<file path="config.mk">
export PLATFORM = sky130hd
export DESIGN_NAME = msff_queue
export DESIGN_NICKNAME = d
export VERILOG_FILES = /design/src/design/multi_stack_first_fit_macros.svh /design/src/design/msff_pkg.sv /design/src/design/msff_queue.sv
export SDC_FILE = /design/constraint.sdc
export NUM_CORES = 1
export LEC_CHECK = 0
export BUFFER_PORTS_ARGS = -buffer_cell sky130_fd_sc_hd__buf_2
export CAP_MARGIN = 10
export CORE_AREA = 4 4 89 91
export DETAILED_ROUTE_END_ITERATION = 10
export DIE_AREA = 0 0 93 95
export GPL_ROUTABILITY_DRIVEN = 1
export GPL_TIMING_DRIVEN = 1
export HOLD_SLACK_MARGIN = 0.1
export SYNTH_ARGS = -nofsm -noshare
export SYNTH_HDL_FRONTEND = slang
export SYNTH_SLANG_ARGS = --single-unit
</file>
<file path="constraint.sdc">
create_clock -name clk -period 2.7 [get_ports clk]
set_input_delay 0.135 -clock clk [delete_from_list [all_inputs] [get_ports clk]]
set_output_delay 0.135 -clock clk [all_outputs]
set_load 0.03 [all_outputs]
</file>
<file path="src/design/multi_stack_first_fit_macros.svh">
// assertion macros used by the back-end design file
`ifndef MULTI_STACK_FIRST_FIT_MACROS_SVH
`define MULTI_STACK_FIRST_FIT_MACROS_SVH
`ifndef ASSERT_OFF
`define MSFF_ASSERT(label, clk, rst_n, prop, msg) \
    label: assert property (@(posedge clk) disable iff (!rst_n) prop) \
        else $error(msg);
`define MSFF_ASSERT_NEXT(label, clk, rst_n, trig, cons, msg) \
    label: assert property (@(posedge clk) disable iff (!rst_n) (trig) |=> (cons)) \
        else $error(msg);
`else
`define MSFF_ASSERT(label, clk, rst_n, prop, msg)
`define MSFF_ASSERT_NEXT(label, clk, rst_n, trig, cons, msg)
`endif
`endif

</file>
<file path="src/design/msff_pkg.sv">
package msff_pkg;

    localparam int VALUE_W   = 16;
    localparam int INDEX_W   = 6;
    localparam int STATUS_W  = 2;
    localparam int FUNC_W    = 2;
    localparam int CAP_W     = 5;
    localparam logic [CAP_W-1:0] CAP_RESET = 5'd16;

    localparam int Q_DEPTH = 2;
    localparam int Q_PTR_W = $clog2(Q_DEPTH);

    typedef enum logic [FUNC_W-1:0] {
        FUNC_PUSH   = 2'd0,
        FUNC_POP    = 2'd1,
        FUNC_POP_AT = 2'd2,
        FUNC_NOP    = 2'd3
    } func_e;

    typedef enum logic [STATUS_W-1:0] {
        STATUS_OK    = 2'd0,
        STATUS_EMPTY = 2'd1,
        STATUS_FULL  = 2'd2
    } status_e;

    typedef enum logic [2:0] {
        OP_PUSH     = 3'd0,
        OP_POP_LAST = 3'd1,
        OP_POP_AT   = 3'd2,
        OP_NOP      = 3'd3,
        OP_MISS     = 3'd4
    } op_kind_e;

    typedef enum logic {
        BK_EXEC   = 1'b0,
        BK_FINISH = 1'b1
    } back_state_e;

    typedef struct packed {
        op_kind_e           kind;
        logic [VALUE_W-1:0] value;
        logic [INDEX_W-1:0] index;
    } op_t;

endpackage

</file>
<file path="src/design/msff_queue.sv">
module msff_queue (
    input  logic          clk,
    input  logic          rst_n,
    input  logic          push_valid,
    output logic          push_ready,
    input  msff_pkg::op_t push_op,
    output logic          pop_valid,
    input  logic          pop_ready,
    output msff_pkg::op_t pop_op
);
    import msff_pkg::*;

    op_t                entry_reg [Q_DEPTH];
    logic [Q_PTR_W-1:0] wr_ptr_reg, wr_ptr_next;
    logic [Q_PTR_W-1:0] rd_ptr_reg, rd_ptr_next;
    logic [Q_PTR_W:0]   count_reg, count_next;
    logic               do_push, do_pop;

    assign push_ready = count_reg != (Q_PTR_W+1)'(Q_DEPTH);
    assign pop_valid  = count_reg != '0;
    assign pop_op     = entry_reg[rd_ptr_reg];
    assign do_push    = push_valid && push_ready;
    assign do_pop     = pop_valid && pop_ready;

    always_comb
    begin
        wr_ptr_next = do_push ? wr_ptr_reg + 1'b1 : wr_ptr_reg;
        rd_ptr_next = do_pop ? rd_ptr_reg + 1'b1 : rd_ptr_reg;
        count_next  = count_reg;
        if (do_push && !do_pop)
        begin
            count_next = count_reg + 1'b1;
        end
        else if (do_pop && !do_push)
        begin
            count_next = count_reg - 1'b1;
        end
    end

    always_ff @(posedge clk or negedge rst_n)
    begin
        if (!rst_n)
        begin
            wr_ptr_reg <= '0;
            rd_ptr_reg <= '0;
            count_reg  <= '0;
        end
        else
        begin
            wr_ptr_reg <= wr_ptr_next;
            rd_ptr_reg <= rd_ptr_next;
            count_reg  <= count_next;
        end
    end

    always_ff @(posedge clk)
    begin
        if (do_push)
        begin
            entry_reg[wr_ptr_reg] <= push_op;
        end
    end

endmodule

</file>
==> results_dict.tcl <==
set metrics [dict create \
    status "finished clean" \
    die_w_um 93 \
    postSynthCellCount 96 \
    crit_path_end_kind "primary output" \
    vias 1127 \
    grt_max_degree 26 \
    layoutNonFillerInstCount 284 \
    slew_headroom 0.707 \
    final_area_sq_mm 0.00284 \
    fin_hold_ws_ps 124 \
    final_max_slew_viol_count 0 \
    ys_seq_elements 54 \
    maxCapViolCount 0 \
    p_leak_nw 1.13 \
    layout_setup_ws_ps 920 \
    die_area_sq_mm 0.00884 \
    start_kind "flop" \
    power.total_mw 2.97 \
    place_ws_ps 1210 \
    tightest_slew_ps 439 \
    core_area_sq_mm 0.00714 \
    ir_worst_vdd_mv 0.617 \
    wl_per_cell_um 13.0 \
    layout_common_cells "buf_2 (55), edfxtp_1 (50), dlygate4sd3_1 (26)" \
    num-nets-final 214 \
    cts_sinks 54 \
    final_common_cell "buf_2" \
    viasPerCell 3.97 \
    utilization 0.398 \
    die_h_um 95 \
    netlist_area_sq_mm 0.00210 \
    rsz0062_at_grt "false" \
    antenna_found_initial 0 \
    syn_nets 126 \
    cts-root-buf "clkbuf_8" \
    fin_crit_ps 1780 \
    h-tree-depth 2 \
    dp_cells 250 \
    synth_area_per_cell_sq_um 21.9 \
    worstSetupPathType "flop to primary output" \
    finalSetupTns_ps 0 \
    yosysSeqAreaShare 0.763 \
    drcViolationCount 0 \
    cts_resized 0 \
    largest_reg_flops 50 \
    worst_ep_arrival_time_ps 1640 \
    rows 31 \
    fmaxAchievable_mhz 562 \
    clock_latency_ps 290 \
    critPathMaxFanout 25 \
    ant_nets 0 \
    clk_pin_slew_worst_paths_ps 90 \
    hold_class "input port to flop" \
    initial_utilization 0.294 \
    final_layout_size_suffix_gt1_frac 0.492 \
    finalHoldViolCount 0 \
    ys_types 15 \
    clk_path_buf_depth 2 \
    track_usage 0.0847 \
    cts_tree "built" \
    grt_first_pass_wirelength_mm 5.66 \
    setup_violations 0 \
    firstDrtPassIters 4 \
    gr-total-overflow 0 \
    cts-buffers-inserted 5 \
    drt_iter0_markers 38 \
    portBuffers 55 \
    p_per_area_mw_per_mm2 1040 \
    period_share 0.659 \
    hpwl_mm 2.27 \
    area_growth_pct 35.4 \
    place_area_sq_mm 0.00247 \
    antennaDiodeCount 0 \
    wl_mm 3.70 \
    cp.required_ps 2570 \
    io_pins 56 \
    ys_warn_count 0 \
    grt_pass1_vias 1159 \
    skew_ps 4.99 \
    gp_congestion 0.670 \
]
-- worst max-delay path, cell delays in order (launching register included) --
cell	delay, ps
dfrtp_1	370
buf_4	400
mux2_2	380
buf_2	180
-- cells in the mapped netlist (all sizes together) --
cell type / count / share of area
ha: 1 / 0.0060
xor2: 2 / 0.0083
nand2b: 1 / 0.0030
nand2: 2 / 0.0036
inv: 1 / 0.0018
dfrtp: 4 / 0.048
nor2: 2 / 0.0036
edfxtp: 50 / 0.72
mux2: 25 / 0.17
xnor2: 3 / 0.013
buf: 3 / 0.024
or2: 1 / 0.0030
and3: 1 / 0.0030
-- power breakdown --
part	leakage [nW]	internal (mW)	switching, mW
Clock	0.0514	0.277	0.242
Sequential	0.511	1.15	0.0636
Combinational	0.568	0.493	0.745
Total	1.13	1.92	1.05
-- final timing paths --
kind / depth (start not counted) / slack (ps) / endpoint / startpoint
min in group asynchronous: 2 / 160 / wr_ptr_reg$_DFFE_PN0P_ / rst_n
worst min register to register: 1 / 480 / rd_ptr_reg$_DFFE_PN0P_ / rd_ptr_reg$_DFFE_PN0P_
max in group asynchronous: 2 / 2420 / rd_ptr_reg$_DFFE_PN0P_ / rst_n
worst max register to register: 7 / 1210 / count_reg[1]$_DFFE_PN0P_ / count_reg[0]$_DFFE_PN0P_
worst min-delay path: 3 / 120 / rd_ptr_reg$_DFFE_PN0P_ / pop_ready
worst max-delay path: 3 / 920 / pop_op[9] / rd_ptr_reg$_DFFE_PN0P_
-- routing by layer --
layer,wire (um),global-route usage
met5,0,0
met2,1810,0.146
met3,212,0.0279
met4,34,0.0293
met1,1640,0.0988
-- final cells by class --
class	instances	area, sq um
clock inverters	2	37.5
inverters	1	3.75
flip-flops and latches	54	1600
well taps	99	124
multi-input cells	38	445
repair buffers	84	558
fillers	685	4290
clock buffers	6	72.6
-- cell families (layout without fill, tap and decap cells) --
logic type               count (synthesis)  in the layout  synth area share
flip-flops                              54             54             0.763
multiplexers                            25             25             0.168
AND/OR/NAND/NOR                          7              7            0.0161
XOR/XNOR                                 5              5            0.0209
buffers and inverters                    4             93            0.0262
adder cells (fa/ha/maj)                  1              1           0.00596
-- timing repair --
| item | CTS | global route |
|---|---|---|
| buffers inserted | 0 | 0 |
| hold buffers | 26 | 0 |
| endpoints found under the hold margin | 54 | 0 |
No activity file was read; power rests on OpenSTA's default activity.
